--- config.mk ---
export PLATFORM = sky130hd
export DESIGN_NAME = sha256_stream_hasher_unit
export DESIGN_NICKNAME = d
export VERILOG_FILES = /design/src/design/sha_pkg.sv /design/src/design/sha256_stream_hasher_unit.sv /design/src/design/sha_front.sv /design/src/design/sha_queue.sv /design/src/design/sha_back.sv
export SDC_FILE = /design/constraint.sdc
export NUM_CORES = 2
export LEC_CHECK = 0
export BUFFER_PORTS_ARGS = -buffer_cell sky130_fd_sc_hd__buf_2
export CAP_MARGIN = 20
export CORE_ASPECT_RATIO = 2
export CORE_MARGIN = 2
export CORE_UTILIZATION = 30
export DETAILED_ROUTE_END_ITERATION = 8
export PLACE_DENSITY = 0.55
export SLEW_MARGIN = 20
export SYNTH_ARGS = -nofsm -noshare
export SYNTH_HDL_FRONTEND = slang
export SYNTH_HIERARCHICAL = 1
export SYNTH_SLANG_ARGS = --single-unit
--- constraint.sdc ---
create_clock -name i_clk -period 19.8 [get_ports i_clk]
set_input_delay 0.99 -clock i_clk [delete_from_list [all_inputs] [get_ports i_clk]]
set_output_delay 0.99 -clock i_clk [all_outputs]
set_load 0.01 [all_outputs]
--- src/design/sha_pkg.sv ---
// Shared types, round constants and mixing functions for the SHA-256 hasher.
package sha_pkg;

    // Command handed from the front end to the compression engine.
    typedef struct packed {
        logic       fin;
        logic [7:0] data;
    } t_cmd;

    localparam int unsigned DOUT_W = 40;

    localparam logic [31:0] IV [8] = '{
        32'h6a09e667, 32'hbb67ae85, 32'h3c6ef372, 32'ha54ff53a,
        32'h510e527f, 32'h9b05688c, 32'h1f83d9ab, 32'h5be0cd19
    };

    localparam logic [31:0] ROUND_K [64] = '{
        32'h428a2f98, 32'h71374491, 32'hb5c0fbcf, 32'he9b5dba5,
        32'h3956c25b, 32'h59f111f1, 32'h923f82a4, 32'hab1c5ed5,
        32'hd807aa98, 32'h12835b01, 32'h243185be, 32'h550c7dc3,
        32'h72be5d74, 32'h80deb1fe, 32'h9bdc06a7, 32'hc19bf174,
        32'he49b69c1, 32'hefbe4786, 32'h0fc19dc6, 32'h240ca1cc,
        32'h2de92c6f, 32'h4a7484aa, 32'h5cb0a9dc, 32'h76f988da,
        32'h983e5152, 32'ha831c66d, 32'hb00327c8, 32'hbf597fc7,
        32'hc6e00bf3, 32'hd5a79147, 32'h06ca6351, 32'h14292967,
        32'h27b70a85, 32'h2e1b2138, 32'h4d2c6dfc, 32'h53380d13,
        32'h650a7354, 32'h766a0abb, 32'h81c2c92e, 32'h92722c85,
        32'ha2bfe8a1, 32'ha81a664b, 32'hc24b8b70, 32'hc76c51a3,
        32'hd192e819, 32'hd6990624, 32'hf40e3585, 32'h106aa070,
        32'h19a4c116, 32'h1e376c08, 32'h2748774c, 32'h34b0bcb5,
        32'h391c0cb3, 32'h4ed8aa4a, 32'h5b9cca4f, 32'h682e6ff3,
        32'h748f82ee, 32'h78a5636f, 32'h84c87814, 32'h8cc70208,
        32'h90befffa, 32'ha4506ceb, 32'hbef9a3f7, 32'hc67178f2
    };

    localparam logic [7:0] PAD_BYTE = 8'h80;
    localparam logic [5:0] LEN_OFS  = 6'd56;

    function automatic logic [31:0] rotr(input logic [31:0] v, input int unsigned n);
        rotr = (v >> n) | (v << (32 - n));
    endfunction

    function automatic logic [31:0] bsig0(input logic [31:0] x);
        bsig0 = rotr(x, 2) ^ rotr(x, 13) ^ rotr(x, 22);
    endfunction

    function automatic logic [31:0] bsig1(input logic [31:0] x);
        bsig1 = rotr(x, 6) ^ rotr(x, 11) ^ rotr(x, 25);
    endfunction

    function automatic logic [31:0] ssig0(input logic [31:0] x);
        ssig0 = rotr(x, 7) ^ rotr(x, 18) ^ (x >> 3);
    endfunction

    function automatic logic [31:0] ssig1(input logic [31:0] x);
        ssig1 = rotr(x, 17) ^ rotr(x, 19) ^ (x >> 10);
    endfunction

endpackage

--- src/design/sha256_stream_hasher_unit.sv ---
// Top level of the streaming SHA-256 hasher.
//
//  channel  | dir | handshake                     | payload
//  ---------+-----+-------------------------------+-------------------------------------
//  s_axis   | in  | i_s_axis_tvalid/o_s_axis_tready| tdata[7:0]=data_byte, tuser=action
//  m_axis   | out | o_m_axis_tvalid/i_m_axis_tready| tdata[31:0]=digest_word,
//           |     |                               | [34:32]=word_index; tlast=last_word
//
// An absorb item writes its byte into the block buffer; the 64th byte of a
// block starts the 64-round core, one round per cycle, then a fold adds the
// working variables into the hash. A finish pushes the padding bytes, runs one
// or two compressions, then sends 8 output words at one per cycle unless stalled.
// The command queue keeps taking items while the core runs, until full.
// Reset (i_rst_n low, synchronous) loads the initial hash and clears the
// byte and bit counts; the block buffer itself is never cleared.
module sha256_stream_hasher_unit #(
    parameter int QUEUE_DEPTH = 4
) (
    input  logic        i_clk,
    input  logic        i_rst_n,
    input  logic        i_s_axis_tvalid,
    output logic        o_s_axis_tready,
    input  logic [7:0]  i_s_axis_tdata,   // [7:0] data_byte
    input  logic        i_s_axis_tuser,   // [0] action (1 = finish)
    output logic        o_m_axis_tvalid,
    input  logic        i_m_axis_tready,
    output logic [sha_pkg::DOUT_W-1:0] o_m_axis_tdata, // [31:0] digest_word, [34:32] word_index
    output logic        o_m_axis_tlast
);
    import sha_pkg::*;

    logic s_fv;
    logic s_fr;
    t_cmd s_fcmd;
    logic s_qv;
    logic s_qr;
    t_cmd s_qcmd;

    sha_front u_front (
        .i_clk       (i_clk),
        .i_rst_n     (i_rst_n),
        .i_valid     (i_s_axis_tvalid),
        .o_ready     (o_s_axis_tready),
        .i_data      (i_s_axis_tdata),
        .i_fin       (i_s_axis_tuser),
        .o_cmd_valid (s_fv),
        .i_cmd_ready (s_fr),
        .o_cmd       (s_fcmd)
    );

    sha_queue #(.DEPTH(QUEUE_DEPTH)) u_queue (
        .i_clk      (i_clk),
        .i_rst_n    (i_rst_n),
        .i_wr_valid (s_fv),
        .o_wr_ready (s_fr),
        .i_wr_cmd   (s_fcmd),
        .o_rd_valid (s_qv),
        .i_rd_ready (s_qr),
        .o_rd_cmd   (s_qcmd)
    );

    sha_back u_back (
        .i_clk       (i_clk),
        .i_rst_n     (i_rst_n),
        .i_cmd_valid (s_qv),
        .o_cmd_ready (s_qr),
        .i_cmd       (s_qcmd),
        .o_valid     (o_m_axis_tvalid),
        .i_ready     (i_m_axis_tready),
        .o_data      (o_m_axis_tdata),
        .o_last      (o_m_axis_tlast)
    );
endmodule

--- src/design/sha_front.sv ---
// Input stage: registers stream items and classifies them into commands.
module sha_front (
    input  logic          i_clk,
    input  logic          i_rst_n,
    input  logic          i_valid,
    output logic          o_ready,
    input  logic [7:0]    i_data,
    input  logic          i_fin,
    output logic          o_cmd_valid,
    input  logic          i_cmd_ready,
    output sha_pkg::t_cmd o_cmd
);
    import sha_pkg::*;

    logic r_valid;
    t_cmd r_cmd;

    assign o_ready     = !r_valid || i_cmd_ready;
    assign o_cmd_valid = r_valid;
    assign o_cmd       = r_cmd;

    always_ff @(posedge i_clk) begin
        if (!i_rst_n) begin
            r_valid <= 1'b0;
        end else if (o_ready) begin
            r_valid <= i_valid;
        end
    end

    // finish items carry no byte; data is zeroed so it cannot leak downstream
    always_ff @(posedge i_clk) begin
        if (o_ready && i_valid) begin
            r_cmd.fin  <= i_fin;
            r_cmd.data <= i_fin ? 8'h00 : i_data;
        end
    end
endmodule

--- src/design/sha_queue.sv ---
// Small command FIFO between the front end and the compression engine.
module sha_queue #(
    parameter int DEPTH = 4
) (
    input  logic          i_clk,
    input  logic          i_rst_n,
    input  logic          i_wr_valid,
    output logic          o_wr_ready,
    input  sha_pkg::t_cmd i_wr_cmd,
    output logic          o_rd_valid,
    input  logic          i_rd_ready,
    output sha_pkg::t_cmd o_rd_cmd
);
    import sha_pkg::*;

    localparam int PW = (DEPTH > 1) ? $clog2(DEPTH) : 1;
    localparam int CW = $clog2(DEPTH + 1);

    t_cmd          r_mem [DEPTH];
    logic [PW-1:0] r_wp;
    logic [PW-1:0] r_rp;
    logic [CW-1:0] r_cnt;
    logic          s_wr;
    logic          s_rd;

    assign o_wr_ready = (r_cnt != CW'(DEPTH));
    assign o_rd_valid = (r_cnt != '0);
    assign o_rd_cmd   = r_mem[r_rp];
    assign s_wr       = i_wr_valid && o_wr_ready;
    assign s_rd       = o_rd_valid && i_rd_ready;

    always_ff @(posedge i_clk) begin
        if (s_wr) begin
            r_mem[r_wp] <= i_wr_cmd;
        end
    end

    always_ff @(posedge i_clk) begin
        if (!i_rst_n) begin
            r_wp  <= '0;
            r_rp  <= '0;
            r_cnt <= '0;
        end else begin
            if (s_wr) begin
                r_wp <= (r_wp == PW'(DEPTH - 1)) ? '0 : r_wp + 1'b1;
            end
            if (s_rd) begin
                r_rp <= (r_rp == PW'(DEPTH - 1)) ? '0 : r_rp + 1'b1;
            end
            if (s_wr && !s_rd) begin
                r_cnt <= r_cnt + 1'b1;
            end else if (s_rd && !s_wr) begin
                r_cnt <= r_cnt - 1'b1;
            end
        end
    end
endmodule

--- src/design/sha_back.sv ---
// Compression engine: block buffer, padding, 64-round core and digest output.
module sha_back (
    input  logic                       i_clk,
    input  logic                       i_rst_n,
    input  logic                       i_cmd_valid,
    output logic                       o_cmd_ready,
    input  sha_pkg::t_cmd              i_cmd,
    output logic                       o_valid,
    input  logic                       i_ready,
    output logic [sha_pkg::DOUT_W-1:0] o_data,
    output logic                       o_last
);
    import sha_pkg::*;

    localparam logic [2:0] ST_IDLE = 3'd0;
    localparam logic [2:0] ST_PAD  = 3'd1;
    localparam logic [2:0] ST_COMP = 3'd2;
    localparam logic [2:0] ST_FOLD = 3'd3;
    localparam logic [2:0] ST_OUT  = 3'd4;

    logic [2:0]  r_st;
    logic [31:0] r_w [16];   // block words; doubles as the schedule shift line
    logic [31:0] r_h [8];
    logic [31:0] r_s [8];
    logic [5:0]  r_fill;
    logic [63:0] r_bits;
    logic [5:0]  r_rnd;
    logic        r_fin;      // finishing: padding in progress
    logic        r_first;    // 0x80 not yet placed
    logic        r_lenph;    // length bytes under way
    logic        r_done;     // last padded block queued for compression
    logic [2:0]  r_widx;

    logic        r_ov;
    logic [31:0] r_od;
    logic [2:0]  r_oi;
    logic        r_ol;

    logic        s_take;
    logic        s_push;
    logic [7:0]  s_byte;
    logic        s_len;
    logic [31:0] s_t1;
    logic [31:0] s_t2;
    logic [31:0] s_wn;
    logic        s_oload;

    assign o_cmd_ready = (r_st == ST_IDLE);
    assign s_take      = i_cmd_valid && o_cmd_ready;
    assign s_len       = r_lenph || (r_fill == LEN_OFS);

    always_comb begin
        s_push = 1'b0;
        s_byte = 8'h00;
        if (s_take && !i_cmd.fin) begin
            s_push = 1'b1;
            s_byte = i_cmd.data;
        end else if (r_st == ST_PAD) begin
            s_push = 1'b1;
            if (r_first) begin
                s_byte = PAD_BYTE;
            end else if (s_len) begin
                // length byte k sits at offset 56+k, most significant first
                s_byte = r_bits[63 - 8 * r_fill[2:0] -: 8];
            end
        end
    end

    assign s_t1 = r_s[7] + bsig1(r_s[4]) + ((r_s[4] & r_s[5]) ^ (~r_s[4] & r_s[6]))
                + ROUND_K[r_rnd] + r_w[0];
    assign s_t2 = bsig0(r_s[0]) + ((r_s[0] & r_s[1]) ^ (r_s[0] & r_s[2]) ^ (r_s[1] & r_s[2]));
    assign s_wn = ssig1(r_w[14]) + r_w[9] + ssig0(r_w[1]) + r_w[0];
    assign s_oload = (r_st == ST_OUT) && (!r_ov || i_ready);

    // block buffer and schedule
    always_ff @(posedge i_clk) begin
        if (s_push) begin
            for (int i = 0; i < 16; i++) begin
                if (r_fill[5:2] == 4'(i)) begin
                    r_w[i][31 - 8 * r_fill[1:0] -: 8] <= s_byte;
                end
            end
        end else if (r_st == ST_COMP) begin
            for (int i = 0; i < 15; i++) begin
                r_w[i] <= r_w[i + 1];
            end
            r_w[15] <= s_wn;
        end
    end

    // working variables
    always_ff @(posedge i_clk) begin
        if (r_st != ST_COMP) begin
            for (int i = 0; i < 8; i++) begin
                r_s[i] <= r_h[i];
            end
        end else begin
            r_s[7] <= r_s[6];
            r_s[6] <= r_s[5];
            r_s[5] <= r_s[4];
            r_s[4] <= r_s[3] + s_t1;
            r_s[3] <= r_s[2];
            r_s[2] <= r_s[1];
            r_s[1] <= r_s[0];
            r_s[0] <= s_t1 + s_t2;
        end
    end

    always_ff @(posedge i_clk) begin
        if (s_oload) begin
            r_od <= r_h[r_widx];
            r_oi <= r_widx;
            r_ol <= (r_widx == 3'd7);
        end
    end

    always_ff @(posedge i_clk) begin
        if (!i_rst_n) begin
            r_st    <= ST_IDLE;
            r_fill  <= '0;
            r_bits  <= '0;
            r_rnd   <= '0;
            r_fin   <= 1'b0;
            r_first <= 1'b0;
            r_lenph <= 1'b0;
            r_done  <= 1'b0;
            r_widx  <= '0;
            r_ov    <= 1'b0;
            for (int i = 0; i < 8; i++) begin
                r_h[i] <= IV[i];
            end
        end else begin
            if (s_oload) begin
                r_ov <= 1'b1;
            end else if (i_ready) begin
                r_ov <= 1'b0;
            end
            if (s_push) begin
                r_fill <= r_fill + 1'b1;
                if (r_fill == 6'd63) begin
                    r_st  <= ST_COMP;
                    r_rnd <= '0;
                end
            end
            case (r_st)
                ST_IDLE: begin
                    if (s_take) begin
                        if (i_cmd.fin) begin
                            r_st    <= ST_PAD;
                            r_fin   <= 1'b1;
                            r_first <= 1'b1;
                        end else begin
                            r_bits <= r_bits + 64'd8;
                        end
                    end
                end
                ST_PAD: begin
                    r_first <= 1'b0;
                    if (!r_first && s_len) begin
                        r_lenph <= 1'b1;
                        if (r_fill == 6'd63) begin
                            r_done <= 1'b1;
                        end
                    end
                end
                ST_COMP: begin
                    r_rnd <= r_rnd + 1'b1;
                    if (r_rnd == 6'd63) begin
                        r_st <= ST_FOLD;
                    end
                end
                ST_FOLD: begin
                    for (int i = 0; i < 8; i++) begin
                        r_h[i] <= r_h[i] + r_s[i];
                    end
                    if (r_done) begin
                        r_st   <= ST_OUT;
                        r_widx <= '0;
                    end else if (r_fin) begin
                        r_st <= ST_PAD;
                    end else begin
                        r_st <= ST_IDLE;
                    end
                end
                ST_OUT: begin
                    if (s_oload) begin
                        r_widx <= r_widx + 1'b1;
                        if (r_widx == 3'd7) begin
                            r_st    <= ST_IDLE;
                            r_fill  <= '0;
                            r_bits  <= '0;
                            r_fin   <= 1'b0;
                            r_lenph <= 1'b0;
                            r_done  <= 1'b0;
                            for (int i = 0; i < 8; i++) begin
                                r_h[i] <= IV[i];
                            end
                        end
                    end
                end
                default: begin
                    r_st <= ST_IDLE;
                end
            endcase
        end
    end

    assign o_valid = r_ov;
    assign o_data  = {{(DOUT_W - 35){1'b0}}, r_oi, r_od};
    assign o_last  = r_ol;
endmodule

==> qor.yml <==
outcome: "completed"
synth_flop_cell: "edfxtp_1"
nets: 8448
cts_repair_resize_count: 0
synth_cell_types: 106
ir_drop_mv: 0.0972
start_util: 0.302
critPathLaunchType: "flop"
p_per_area_nw_per_um2: 90.1
num_rows: 260
worst_path_max_delay_cell: "a221oi_1"
clock_skew_ps: 51.8
hold_path_depth: 2
grt_setup_unrepaired: "false"
swShare: 0.340
grt_overflow_total: 0
final_layout_size_suffix_gt1_frac: 0.0806
switchingPower_mw: 2.56
cts_tree: "yes"
root_buffer: "clkbuf_16"
crit_arrival_ps: 12270
syn-mean-instance-area_um2: 9.49
cp_num_buf_inv: 7
syn_inst: 7962
period_share: 0.588
cts_buffer_depth: 3
drc: 0
hold-worst-slack_ps: 450
p_leak_nw: 34.6
synth_edf_count: 721
crit_family: "compound AO/OA/AOI/OAI gates"
clk_latency_ps: 810
gr-usage-all-layers: 0.228
numPortBuffers: 50
hold_viol: 0
worstHoldStart: "u_back/r_lenph$_SDFFE_PN0P_"
synth-seq-cells: 1199
grt_pass1_vias: 62100
wire_per_inst_um: 26.5
setup_tns_ps: 0
vias: 60100
synthArstFlopShare: 0
cts-buffers-inserted: 119
hold_buffers: 0
p_int_mw: 4.97
synth_area_leaders: "edfxtp_1, dfxtp_1, nand2_1, ha_1, fa_1"
slowest_delay_ps: 920
cts_sinks: 1199
antenna_found_initial: 4
period_minus_slack_ps: 11640
p_comb_frac: 0.301
synthToLayoutAreaGrowth_pct: 10.6
syn_area_um2: 75500
globalRouteMet1Util: 0.194
fmax_mhz: 85.9
io_pins: 56
drtPass1Iterations: 7
clk_pin_slew_worst_paths_ps: 70
met2_usage: 0.439
yosysWarnings: 6
synth_top_area_frac: 0.287
yosysSeqAreaShare: 0.413
r2r_cells: 35
hold_path_end: "u_back/r_lenph$_SDFFE_PN0P_"
worst_path_most_repeated_cell: "fa_1"
use_met3: 0.0289
drv_cap: 0
drv_slew: 0
globalplace.congestion: 1.01
r2r_slack_ps: 8160
final_cell_mix: "nand2_1, edfxtp_1, a21oi_1"
required_ps: 20430
core_um2: 250000
layout_commonest_cell: "nand2_1"
worstReg2RegStart: "u_back/r_rnd[0]$_SDFFE_PN0P_"
final_antenna_net_count: 0
worst_pin_slew_ps: 1250
clkPwrFrac: 0.333
via_per_inst: 5.36
dp_cells: 11000
final_cells: 11200
synth_area_leader_cell: "edfxtp_1"
critPathMaxFanout: 33
r2r-end: "u_back/r_s[0][31]$_DFF_P_"
grt_max_degree: 196
worstSetupPathType: "reg -> reg"
postCtsSetupRepairBufs: 0
grt_pass1_wl_um: 425000
worstHoldPathType: "reg -> reg"
setup_violations: 0
p_seq_frac: 0.366
place_hpwl_um: 230000
drt-initial-drc-count: 3808
htreeDepth: 3
slew_headroom: 0.157
top_usage_layer: "met2"
die_width_um: 359
wirelength_um: 298000
fp.dieH_um: 714
worst_setup_path_end_kind: "flop"
dieArea_um2: 256000
==> layout make-up <==
| cell class | instances | area [µm²] |
|---|---|---|
| Antenna cell | 5 | 12.5 |
| Clock buffer | 156 | 3380 |
| Clock inverter | 69 | 823 |
| Fill cell | 25600 | 167000 |
| Inverter | 318 | 1200 |
| Multi-Input combinational cell | 6010 | 41500 |
| Sequential cell | 1199 | 31200 |
| Tap cell | 3275 | 4100 |
| Timing Repair Buffer | 188 | 1340 |
==> registers in the layout, indices dropped and copies added (netlist names), 2 cells and up, named ones only <==
signal         cells
u_back/r_bits     61
u_back/r_fill      6
u_back/r_h       256
u_back/r_od       32
u_back/r_oi        3
u_back/r_rnd       6
u_back/r_s       256
u_back/r_st        3
u_back/r_w       512
u_back/r_widx      3
u_front/o_cmd      9
u_queue/r_cnt      3
u_queue/r_mem     36
u_queue/r_rp       2
u_queue/r_wp       2
==> cell usage after synthesis (56+ instances only) <==
master	count
a21o_1	464
a21oi_1	631
and3_1	59
buf_2	62
clkbuf_1	336
dfxtp_1	478
edfxtp_1	721
fa_1	196
ha_1	403
inv_1	316
mux4_2	88
nand2_1	1417
nand2b_1	56
nand3_1	162
nor2_1	525
nor2b_1	73
nor3_1	108
o21ai_0	383
xnor2_1	382
xor2_1	232
==> power by group through the flow <==
| stage | Sequential, mW | Combinational, mW | Clock [mW] |
|---|---|---|---|
| floorplan | 2.77 | 1.60 | 0 |
| global placement | 2.81 | 2.20 | 0 |
| detailed placement | 2.81 | 2.23 | 0 |
| CTS | 2.76 | 2.24 | 2.57 |
| global route | 2.76 | 2.47 | 2.64 |
| finish | 2.76 | 2.26 | 2.51 |
==> routing by layer <==
layer,wire length (µm),vias up
met5,8,-
met2,160000,1974
met4,36900,2
met3,11400,957
li1,-,27700
met1,89700,29500
==> worst register-to-register path, delay by kind of cell, from the launching register on <==
| family | cells | cell delay (ps) |
|---|---|---|
| adders and majority gates | 8 | 3350 |
| DFF | 1 | 310 |
| AOI/OAI and AO/OA | 13 | 4450 |
| xor gates and xnor gates | 2 | 320 |
| and+or+nand+nor | 4 | 990 |
| buffers and inverters | 7 | 1680 |
| muxes | 1 | 340 |
==> logic make-up after synthesis <==
| family | Yosys count | share of synthesized area |
|---|---|---|
| buffers and inverters | 757 | 0.0391 |
| XOR/XNOR | 614 | 0.0712 |
| other | 1 | 0.0000496 |
| adder cells (fa/ha/maj) | 603 | 0.119 |
| AND/OR/NAND/NOR | 2634 | 0.152 |
| multiplexers | 178 | 0.0391 |
| flip-flops | 1199 | 0.413 |
| AO/OA/AOI/OAI | 1976 | 0.166 |
==> stage by stage <==
stage | cell area (µm²) | setup slack (ps) | power (mW) | utilization
CTS | 83500 | 8310 | 7.57 | 0.333
floorplan | 75600 | 10810 | 4.37 | -
detailed placement | 79300 | 8370 | 5.04 | 0.317
global route | 83600 | 7640 | 7.87 | 0.334
finish | 83600 | 8160 | 7.53 | 0.334
global placement | 79300 | 8120 | 5.02 | 0.317
==> worst max path at each step <==
stage,to,startpoint,cells past startpoint
2_1_floorplan,u_back/r_s[0][31]$_DFF_P_,u_back/r_rnd[2]$_SDFFE_PN0P_,39
5_1_grt,u_back/r_s[0][31]$_DFF_P_,u_back/r_rnd[0]$_SDFFE_PN0P_,37
3_3_place_gp,u_back/r_s[0][31]$_DFF_P_,u_back/r_rnd[0]$_SDFFE_PN0P_,37
4_1_cts,u_back/r_s[0][31]$_DFF_P_,u_back/r_rnd[0]$_SDFFE_PN0P_,35
3_5_place_dp,u_back/r_s[0][31]$_DFF_P_,u_back/r_rnd[0]$_SDFFE_PN0P_,35
6_report,u_back/r_s[0][31]$_DFF_P_,u_back/r_rnd[0]$_SDFFE_PN0P_,35
(Power assumes the default switching activity.)
